[src/design/ptst_pkg.sv]
`default_nettype none
package ptst_pkg;

    localparam int unsigned NUM_BASES = 7;
    localparam int unsigned NUM_SMALL = 9;

    typedef logic [63:0] word_t;

    // front-end classification of one candidate
    typedef struct packed {
        logic  decided;   // result known without Miller-Rabin
        logic  verdict;   // result when decided
        word_t n;
        word_t d;         // odd part of n-1
        logic [5:0] s;    // power of two in n-1
    } job_t;

    function automatic word_t base_of(input logic [2:0] idx);
        word_t b;
        case (idx)
            3'd0: b = 64'd2;
            3'd1: b = 64'd325;
            3'd2: b = 64'd9375;
            3'd3: b = 64'd28178;
            3'd4: b = 64'd450775;
            3'd5: b = 64'd9780504;
            3'd6: b = 64'd1795265022;
            default: b = 64'd2;
        endcase
        return b;
    endfunction

    function automatic logic [4:0] small_prime(input logic [3:0] idx);
        logic [4:0] p;
        case (idx)
            4'd0: p = 5'd2;
            4'd1: p = 5'd3;
            4'd2: p = 5'd5;
            4'd3: p = 5'd7;
            4'd4: p = 5'd11;
            4'd5: p = 5'd13;
            4'd6: p = 5'd17;
            4'd7: p = 5'd19;
            4'd8: p = 5'd23;
            default: p = 5'd2;
        endcase
        return p;
    endfunction

endpackage
`default_nettype wire

[src/design/ptst_front.sv]
`default_nettype none
// Screens a candidate: below two, small prime, small factor; otherwise
// splits n-1 into d * 2^s. Residues by the small primes are built one
// 4-bit digit a cycle, then the trailing-zero scan runs on d.
module ptst_front (
    input  wire logic          aclk,
    input  wire logic          aresetn,
    input  wire logic          s_valid,
    output logic               s_ready,
    input  wire logic [63:0]   s_number,
    output logic               job_valid,
    input  wire logic          job_ready,
    output ptst_pkg::job_t     job
);
    localparam logic [1:0] ST_IDLE = 2'd0;
    localparam logic [1:0] ST_RES  = 2'd1;
    localparam logic [1:0] ST_TZ   = 2'd2;
    localparam logic [1:0] ST_OUT  = 2'd3;

    logic [1:0]  state_reg, state_next;
    logic [63:0] n_reg;
    logic [63:0] d_reg;
    logic [5:0]  s_reg;
    logic [3:0]  dig_reg;
    logic [4:0]  rem_reg [ptst_pkg::NUM_SMALL];
    logic        decided_reg, verdict_reg;

    logic [3:0]  digit;
    logic [4:0]  rem_new [ptst_pkg::NUM_SMALL];
    logic        any_zero, any_eq;

    assign digit = n_reg[63 - 4*dig_reg -: 4];

    always_comb begin
        logic [8:0] v;
        logic [8:0] p;
        for (int i = 0; i < ptst_pkg::NUM_SMALL; i++) begin
            p = 9'(ptst_pkg::small_prime(4'(i)));
            v = {rem_reg[i], 4'b0} | 9'(digit);
            // v < 16*p: compare and subtract 8p, 4p, 2p, p
            for (int k = 3; k >= 0; k--) begin
                if (v >= (p << k)) v = v - (p << k);
            end
            rem_new[i] = v[4:0];
        end
    end

    always_comb begin
        any_zero = 1'b0;
        any_eq = 1'b0;
        for (int i = 0; i < ptst_pkg::NUM_SMALL; i++) begin
            if (rem_reg[i] == 5'd0) any_zero = 1'b1;
            if (n_reg == 64'(ptst_pkg::small_prime(4'(i)))) any_eq = 1'b1;
        end
    end

    assign s_ready   = (state_reg == ST_IDLE);
    assign job_valid = (state_reg == ST_OUT);
    assign job.decided = decided_reg;
    assign job.verdict = verdict_reg;
    assign job.n = n_reg;
    assign job.d = d_reg;
    assign job.s = s_reg;

    always_comb begin
        state_next = state_reg;
        case (state_reg)
            ST_IDLE: if (s_valid) state_next = ST_RES;
            ST_RES:  if (dig_reg == 4'd15) state_next = ST_TZ;
            ST_TZ:   if (decided_reg || d_reg[0]) state_next = ST_OUT;
            ST_OUT:  if (job_ready) state_next = ST_IDLE;
            default: state_next = ST_IDLE;
        endcase
    end

    always_ff @(posedge aclk) begin
        if (!aresetn) begin
            state_reg <= ST_IDLE;
        end else begin
            state_reg <= state_next;
        end
        case (state_reg)
            ST_IDLE: begin
                n_reg   <= s_number;
                d_reg   <= s_number - 64'd1;
                s_reg   <= 6'd0;
                dig_reg <= 4'd0;
                for (int i = 0; i < ptst_pkg::NUM_SMALL; i++) rem_reg[i] <= 5'd0;
                decided_reg <= 1'b0;
                verdict_reg <= 1'b0;
            end
            ST_RES: begin
                dig_reg <= dig_reg + 4'd1;
                for (int i = 0; i < ptst_pkg::NUM_SMALL; i++) rem_reg[i] <= rem_new[i];
            end
            ST_TZ: begin
                if (!decided_reg) begin
                    if (n_reg < 64'd2) begin
                        decided_reg <= 1'b1;
                        verdict_reg <= 1'b0;
                    end else if (any_eq) begin
                        decided_reg <= 1'b1;
                        verdict_reg <= 1'b1;
                    end else if (any_zero) begin
                        decided_reg <= 1'b1;
                        verdict_reg <= 1'b0;
                    end else if (!d_reg[0]) begin
                        d_reg <= {1'b0, d_reg[63:1]};
                        s_reg <= s_reg + 6'd1;
                    end
                end
            end
            default: ;
        endcase
    end
endmodule
`default_nettype wire

[src/design/ptst_queue.sv]
`default_nettype none
// Two-entry job queue between screening and the Miller-Rabin engine.
module ptst_queue (
    input  wire logic        aclk,
    input  wire logic        aresetn,
    input  wire logic        in_valid,
    output logic             in_ready,
    input  ptst_pkg::job_t   in_job,
    output logic             out_valid,
    input  wire logic        out_ready,
    output ptst_pkg::job_t   out_job
);
    ptst_pkg::job_t mem_reg [2];
    logic       wr_reg, rd_reg;
    logic [1:0] cnt_reg;
    logic       push, pop;

    assign in_ready  = (cnt_reg != 2'd2);
    assign out_valid = (cnt_reg != 2'd0);
    assign out_job   = mem_reg[rd_reg];
    assign push = in_valid && in_ready;
    assign pop  = out_valid && out_ready;

    always_ff @(posedge aclk) begin
        if (!aresetn) begin
            wr_reg  <= 1'b0;
            rd_reg  <= 1'b0;
            cnt_reg <= 2'd0;
        end else begin
            if (push) wr_reg <= ~wr_reg;
            if (pop)  rd_reg <= ~rd_reg;
            cnt_reg <= cnt_reg + 2'(push) - 2'(pop);
        end
        if (push) mem_reg[wr_reg] <= in_job;
    end
endmodule
`default_nettype wire

[src/design/ptst_mulmod.sv]
`default_nettype none
// (x * y) mod m by double-and-add, one bit of y per cycle.
// Inputs x, y must already be below m.
module ptst_mulmod (
    input  wire logic        aclk,
    input  wire logic        aresetn,
    input  wire logic        start,
    input  wire logic [63:0] x,
    input  wire logic [63:0] y,
    input  wire logic [63:0] m,
    output logic             done,
    output logic [63:0]      result
);
    logic        busy_reg;
    logic [5:0]  bit_reg;
    logic [63:0] acc_reg, x_reg, y_reg, m_reg;
    logic [64:0] dbl, dsum;
    logic [63:0] acc_d, acc_n;

    // acc < m, so one compare and subtract per add
    assign dbl   = {acc_reg, 1'b0};
    assign acc_d = (dbl >= {1'b0, m_reg}) ? 64'(dbl - {1'b0, m_reg}) : acc_reg << 1;
    assign dsum  = {1'b0, acc_d} + {1'b0, x_reg};
    assign acc_n = y_reg[63] ? ((dsum >= {1'b0, m_reg}) ? 64'(dsum - {1'b0, m_reg})
                                                          : dsum[63:0])
                             : acc_d;
    assign result = acc_reg;

    always_ff @(posedge aclk) begin
        if (!aresetn) begin
            busy_reg <= 1'b0;
            done     <= 1'b0;
        end else begin
            done <= 1'b0;
            if (start) begin
                busy_reg <= 1'b1;
            end else if (busy_reg && bit_reg == 6'd63) begin
                busy_reg <= 1'b0;
                done     <= 1'b1;
            end
        end
        if (start) begin
            acc_reg <= 64'd0;
            bit_reg <= 6'd0;
            x_reg   <= x;
            y_reg   <= y;
            m_reg   <= m;
        end else if (busy_reg) begin
            acc_reg <= acc_n;
            y_reg   <= y_reg << 1;
            bit_reg <= bit_reg + 6'd1;
        end
    end
endmodule
`default_nettype wire

[src/design/ptst_back.sv]
`default_nettype none
// Miller-Rabin sequencer over the seven bases on one shared mulmod unit.
module ptst_back (
    input  wire logic        aclk,
    input  wire logic        aresetn,
    input  wire logic        job_valid,
    output logic             job_ready,
    input  ptst_pkg::job_t   job,
    output logic             m_valid,
    input  wire logic        m_ready,
    output logic             m_is_prime
);
    localparam logic [3:0] ST_IDLE  = 4'd0;
    localparam logic [3:0] ST_BASE  = 4'd1;
    localparam logic [3:0] ST_RED   = 4'd2;
    localparam logic [3:0] ST_PBIT  = 4'd3;
    localparam logic [3:0] ST_PMUL  = 4'd4;
    localparam logic [3:0] ST_PSQ   = 4'd5;
    localparam logic [3:0] ST_CHK   = 4'd6;
    localparam logic [3:0] ST_SQ    = 4'd7;
    localparam logic [3:0] ST_NEXT  = 4'd8;
    localparam logic [3:0] ST_OUT   = 4'd9;
    localparam logic [3:0] ST_WAIT  = 4'd10;

    logic [3:0]  state_reg, state_next;
    logic [3:0]  ret_reg;
    ptst_pkg::job_t j_reg;
    logic [2:0]  bi_reg;
    logic [63:0] b_reg, acc_reg, sq_reg, e_reg;
    logic [5:0]  r_reg;
    logic        res_reg;

    logic        mm_start, mm_done;
    logic [63:0] mm_x, mm_y, mm_res;
    logic [63:0] last;
    logic [64:0] red_t;

    assign last = j_reg.n - 64'd1;
    // b_reg < n, so the shifted partial remainder stays below 2n
    assign red_t = {b_reg, sq_reg[30]};

    ptst_mulmod u_mm (
        .aclk(aclk), .aresetn(aresetn), .start(mm_start),
        .x(mm_x), .y(mm_y), .m(j_reg.n), .done(mm_done), .result(mm_res)
    );

    assign job_ready  = (state_reg == ST_IDLE);
    assign m_valid    = (state_reg == ST_OUT);
    assign m_is_prime = res_reg;

    always_ff @(posedge aclk) begin
        if (!aresetn) begin
            state_reg <= ST_IDLE;
            mm_start  <= 1'b0;
        end else begin
            mm_start <= 1'b0;
            case (state_reg)
                ST_IDLE: if (job_valid) begin
                    j_reg  <= job;
                    bi_reg <= 3'd0;
                    if (job.decided) begin
                        res_reg   <= job.verdict;
                        state_reg <= ST_OUT;
                    end else begin
                        res_reg   <= 1'b1;
                        state_reg <= ST_BASE;
                    end
                end
                ST_BASE: begin
                    // base mod n, one base bit a cycle (bases are below 2^31)
                    sq_reg    <= ptst_pkg::base_of(bi_reg);
                    b_reg     <= 64'd0;
                    r_reg     <= 6'd0;
                    state_reg <= ST_RED;
                end
                ST_RED: begin
                    if (r_reg != 6'd31) begin
                        b_reg  <= (red_t >= {1'b0, j_reg.n}) ? 64'(red_t - {1'b0, j_reg.n})
                                                              : red_t[63:0];
                        sq_reg <= sq_reg << 1;
                        r_reg  <= r_reg + 6'd1;
                    end else if (b_reg == 64'd0) begin
                        state_reg <= ST_NEXT;
                    end else begin
                        acc_reg   <= 64'd1;
                        sq_reg    <= b_reg;
                        e_reg     <= j_reg.d;
                        state_reg <= ST_PBIT;
                    end
                end
                ST_PBIT: begin
                    if (e_reg == 64'd0) begin
                        state_reg <= ST_CHK;
                    end else if (e_reg[0]) begin
                        mm_x <= acc_reg; mm_y <= sq_reg; mm_start <= 1'b1;
                        ret_reg <= ST_PMUL; state_reg <= ST_WAIT;
                    end else begin
                        mm_x <= sq_reg; mm_y <= sq_reg; mm_start <= 1'b1;
                        ret_reg <= ST_PSQ; state_reg <= ST_WAIT;
                    end
                end
                ST_PMUL: begin
                    acc_reg <= mm_res;
                    mm_x <= sq_reg; mm_y <= sq_reg; mm_start <= 1'b1;
                    ret_reg <= ST_PSQ; state_reg <= ST_WAIT;
                end
                ST_PSQ: begin
                    sq_reg    <= mm_res;
                    e_reg     <= e_reg >> 1;
                    state_reg <= ST_PBIT;
                end
                ST_CHK: begin
                    if (acc_reg == 64'd1 || acc_reg == last) begin
                        state_reg <= ST_NEXT;
                    end else begin
                        r_reg     <= 6'd1;
                        state_reg <= ST_SQ;
                    end
                end
                ST_SQ: begin
                    if (r_reg >= j_reg.s) begin
                        res_reg   <= 1'b0;
                        state_reg <= ST_OUT;
                    end else begin
                        mm_x <= acc_reg; mm_y <= acc_reg; mm_start <= 1'b1;
                        ret_reg <= ST_NEXT; state_reg <= ST_WAIT;
                    end
                end
                ST_WAIT: if (mm_done) begin
                    if (ret_reg == ST_NEXT) begin
                        // squaring in the witness loop
                        acc_reg <= mm_res;
                        r_reg   <= r_reg + 6'd1;
                        state_reg <= (mm_res == last) ? ST_NEXT : ST_SQ;
                        if (mm_res == last) bi_reg <= bi_reg;
                    end else begin
                        state_reg <= ret_reg;
                    end
                end
                ST_NEXT: begin
                    if (bi_reg == 3'(ptst_pkg::NUM_BASES - 1)) begin
                        state_reg <= ST_OUT;
                    end else begin
                        bi_reg    <= bi_reg + 3'd1;
                        state_reg <= ST_BASE;
                    end
                end
                ST_OUT: if (m_ready) state_reg <= ST_IDLE;
                default: state_reg <= ST_IDLE;
            endcase
        end
    end

    always_comb state_next = state_reg;
    logic unused_ok;
    assign unused_ok = ^state_next;
endmodule
`default_nettype wire

[src/design/primality_test_64.sv]
// Deterministic 64-bit primality test (Miller-Rabin, seven fixed bases).
// The front screens each number against the primes 2..23 and, for
// numbers it passes on, strips the factors of two from n-1; a two-entry
// queue then feeds the back, which reduces each base mod n and runs
// modular exponentiation on one bit-serial multiplier. A prime costs up
// to seven bases of about 128 products each; numbers settled by the
// screen skip the Miller-Rabin rounds.
`default_nettype none
module primality_test_64 (
    input  wire logic        aclk,
    input  wire logic        aresetn,
    input  wire logic        s_valid,
    output logic             s_ready,
    input  wire logic [63:0] s_number,
    output logic             m_valid,
    input  wire logic        m_ready,
    output logic             m_is_prime
);
    ptst_pkg::job_t fj, qj;
    logic fv, fr, qv, qr;

    ptst_front u_front (
        .aclk(aclk), .aresetn(aresetn), .s_valid(s_valid), .s_ready(s_ready),
        .s_number(s_number), .job_valid(fv), .job_ready(fr), .job(fj)
    );
    ptst_queue u_queue (
        .aclk(aclk), .aresetn(aresetn), .in_valid(fv), .in_ready(fr), .in_job(fj),
        .out_valid(qv), .out_ready(qr), .out_job(qj)
    );
    ptst_back u_back (
        .aclk(aclk), .aresetn(aresetn), .job_valid(qv), .job_ready(qr), .job(qj),
        .m_valid(m_valid), .m_ready(m_ready), .m_is_prime(m_is_prime)
    );
endmodule
`default_nettype wire

[config.mk]
export PLATFORM = sky130hd
export DESIGN_NAME = primality_test_64
export DESIGN_NICKNAME = d
export VERILOG_FILES = /design/src/design/ptst_pkg.sv /design/src/design/ptst_front.sv /design/src/design/ptst_queue.sv /design/src/design/ptst_mulmod.sv /design/src/design/ptst_back.sv /design/src/design/primality_test_64.sv
export SDC_FILE = /design/constraint.sdc
export NUM_CORES = 2
export LEC_CHECK = 0
export BUFFER_PORTS_ARGS = -buffer_cell sky130_fd_sc_hd__buf_4
export CAP_MARGIN = 20
export CELL_PAD_IN_SITES_DETAIL_PLACEMENT = 2
export CELL_PAD_IN_SITES_GLOBAL_PLACEMENT = 2
export CORE_ASPECT_RATIO = 0.5
export CORE_MARGIN = 2
export CORE_UTILIZATION = 40
export CTS_BUF_LIST = sky130_fd_sc_hd__clkbuf_4
export DETAILED_ROUTE_END_ITERATION = 8
export PLACE_DENSITY_LB_ADDON = 0.1
export SLEW_MARGIN = 5
export SYNTH_ARGS = -nofsm -noshare
export SYNTH_HDL_FRONTEND = slang
export SYNTH_SLANG_ARGS = --single-unit
[constraint.sdc]
create_clock -name aclk -period 15.46 [get_ports aclk]
set_input_delay 1.546 -clock aclk [delete_from_list [all_inputs] [get_ports aclk]]
set_output_delay 1.546 -clock aclk [all_outputs]
set_load 0.02 [all_outputs]
==> implementation parameters <==
Parameter                              Value

Outcome
  Run status    finished, final reports clean

Global routing
  Pin count of the biggest net entering global routing    135
  Total gr overflow    0
  Via count of the first global-routing pass    67725
  Antenna violations before repair    33
  Total routing resource utilization after global routing    a little under a third
  Global-route wire length before repair    between 400000 and 500000 um

Placement
  Hpwl dp    238000 um
  Port Buffers    70
  Routability congestion estimate    0.918
  Placed cell area    0.0809 mm^2
  Number of placed cells counting well taps    9856

Floorplanning
  DIE HEIGHT    315 um
  DIE AREA    0.197 mm^2
  Cell Rows    114
  IO Count    71
  Core region area    0.193 mm^2
  Effective utilization at floorplan    approximately 40%
  Die width    626 um

Clocking
  Number of H-tree branching levels    5
  Number of instances resized during post-cts repair    0
  Clk sink count    1264
  Hold-fix buffers, CTS    0
  TritonCTS clock tree    yes
  Number of CTS-inserted buffers    approximately 320
  Skew-Pair Late Insertion Delay    1.22 ns
  Post-CTS Setup Inserts    0
  Cell at the root of the clock tree    clkbuf_4
  Buffers from clock root to sink, at most    4
  Register clock-pin slew on the reported worst setup and hold paths    0.07 ns

Timing
  Max-slew headroom at the worst pin    21.1%
  Max Clk Rate    just under 0.08 GHz
  Unrepaired setup endpoints after global routing    no
  Post-layout minimum cycle time    12.80 ns
  Worst Tran Pin Value    1.17 ns
  Endpoints failing setup    0
  Final Hold Violating Endpoints    0
  Maximum clock skew at final layout    0.111 ns
  Total Negative Setup Slacks    0 ns
  Final max-slew violation count    0
  Final critical-path share of the clock period    82.8%

Worst setup path
  Number of buffers and inverters on the critical path    3
  Slowest stage delay, CP    0.78 ns
  Critical-path cell with the highest stage delay    nand2_2
  Critical path data required time    16.53 ns
  Kind of cell adding the most delay to the critical path    compound AO/OA/AOI/OAI gates
  Arrival time reported for the critical path endpoint    around 14 ns
  Critical path capture point type    register
  Setup CP Type    reg2reg
  Kind of launch point of the worst setup path    register
  Top fanout value on the critical path    65

Yosys
  Register area share after synthesis    between 40% and 50%
  Ranking of synthesized cells by instance count    edfxtp_1, nand2_1, nor2_1, a21oi_1, o21ai_0
  Ys async rst share    0%
  Number of storage elements in the synthesis netlist    1264
  Yosys top cell by area    edfxtp_1
  Number of unique standard cell types used by synthesis    121
  Area of the mapped netlist    0.0773 mm^2
  Number of cells produced by synthesis    between 7000 and 8000
  YS warnings    0
  Proportion of netlist area held by the largest area contributor    between 40 and 50%
  Mean area per synthesized cell    ~10 um^2
  Number of enable-type register cells in the synthesized netlist    1180
  Post-synthesis net count    7836
  Flip-flop cell with the highest count after synthesis    edfxtp_1
  Most frequent cell after synthesis    edfxtp_1
  Largest cells by area after synthesis    edfxtp_1, ha_1, mux2_2, nand2_1, xnor2_1

Routing
  Vias    approximately 64000
  DRT Wirelength    320000 um
  Routed wirelength normalized by instance count    30.7 um
  Count of antenna-violating nets left after detailed routing    0
  First drt pass iteration count    8
  Starting DRC count in detailed routing    between 6000 and 7000
  DRC violations left    0
  Via density    a little over 6

Layout
  Final layout net count    8030
  Largest register FFs    272
  Post-route insts no fill    10422
  Share of cells above drive strength 1    15.2%
  Layout overhead on the synthesized area    9.78%
  Post-route cell area    0.0849 mm^2

Flow run
  Max-cap violation count    0

Worst hold path
  Hold Crit Class    reg2reg
cells in the final DEF (no fill, tap or decap), types with 59 or more instances in the layout:
master    synthesis  routed
a21o_1          205     205
nand2b_1         86      86
nor2b_1          67      65
dfxtp_1          84      81
a31oi_1          72      72
buf_4             4     182
o21ai_0         389     389
xnor2_1         337     337
edfxtp_1       1180    1180
nor3_1          150     147
a211oi_1         63      63
nand4_1         103     103
xor2_1          200     200
mux2i_1         170     170
and2_1          110     109
nor2_1          479     476
nand2_1         939     937
clkbuf_4          0     464
mux2_2          325     325
clkinv_1          3      59
nand3_1         131     130
ha_1            328     326
a21oi_1         410     409
inv_1           279     277
nor4_1          125     124
final timing paths:
kind | startpoint | to | slack, ns | depth (start not counted)
worst max-delay path | u_back.u_mm.result[10] | u_back.u_mm.result[47] | 2.66 | 39
worst min-delay path | u_back.mm_x[49] | u_back.u_mm.x_reg[49] | 0.42 | 0
worst max register to register | u_back.u_mm.result[10] | u_back.u_mm.result[47] | 2.66 | 39
worst min register to register | u_back.mm_x[49] | u_back.u_mm.x_reg[49] | 0.42 | 0
cells by family after synthesis:
family	after synthesis	share of synthesized area, %
simple gates	2455	15.2
compound gates	1732	14.9
flops	1264	48.0
buf+inv	602	3.02
xor+xnor	539	6.13
mux	512	7.34
fa+ha+maj	332	5.41
final cells by class:
class / count / area [um^2]
multi-input cells: 5570 / 38000
inverters: 284 / 1070
repair buffers: 189 / 1470
flip-flops and latches: 1264 / 37100
well taps: 2552 / 3190
fillers: 20228 / 108000
diodes: 15 / 37.5
clock buffers: 464 / 3480
clock inverters: 84 / 453
layer usage:
metal | vias to the layer above | routed length, um | global-route usage [%]
met2 | 2431 | 141000 | 49.3
met5 | - | 0 | 0
met1 | 33385 | 146000 | 45.9
met3 | 498 | 23000 | 4.23
li1 | 28183 | - | -
met4 | 0 | 10000 | 9.99
through the flow:
step	hold WS [ns]	util, %	setup slack, ns
final	0.418	44.1	2.66
after global routing	0.422	44.1	1.92
after global placement	0.403	42.0	3.32
after CTS	0.398	44.0	2.82
after detailed placement	0.405	42.0	2.92
after floorplan	0.400	-	3.52
Power is left out: the tool's default activity adds up to more than one toggle a clock period on the data nets, which glitch-free logic cannot reach.
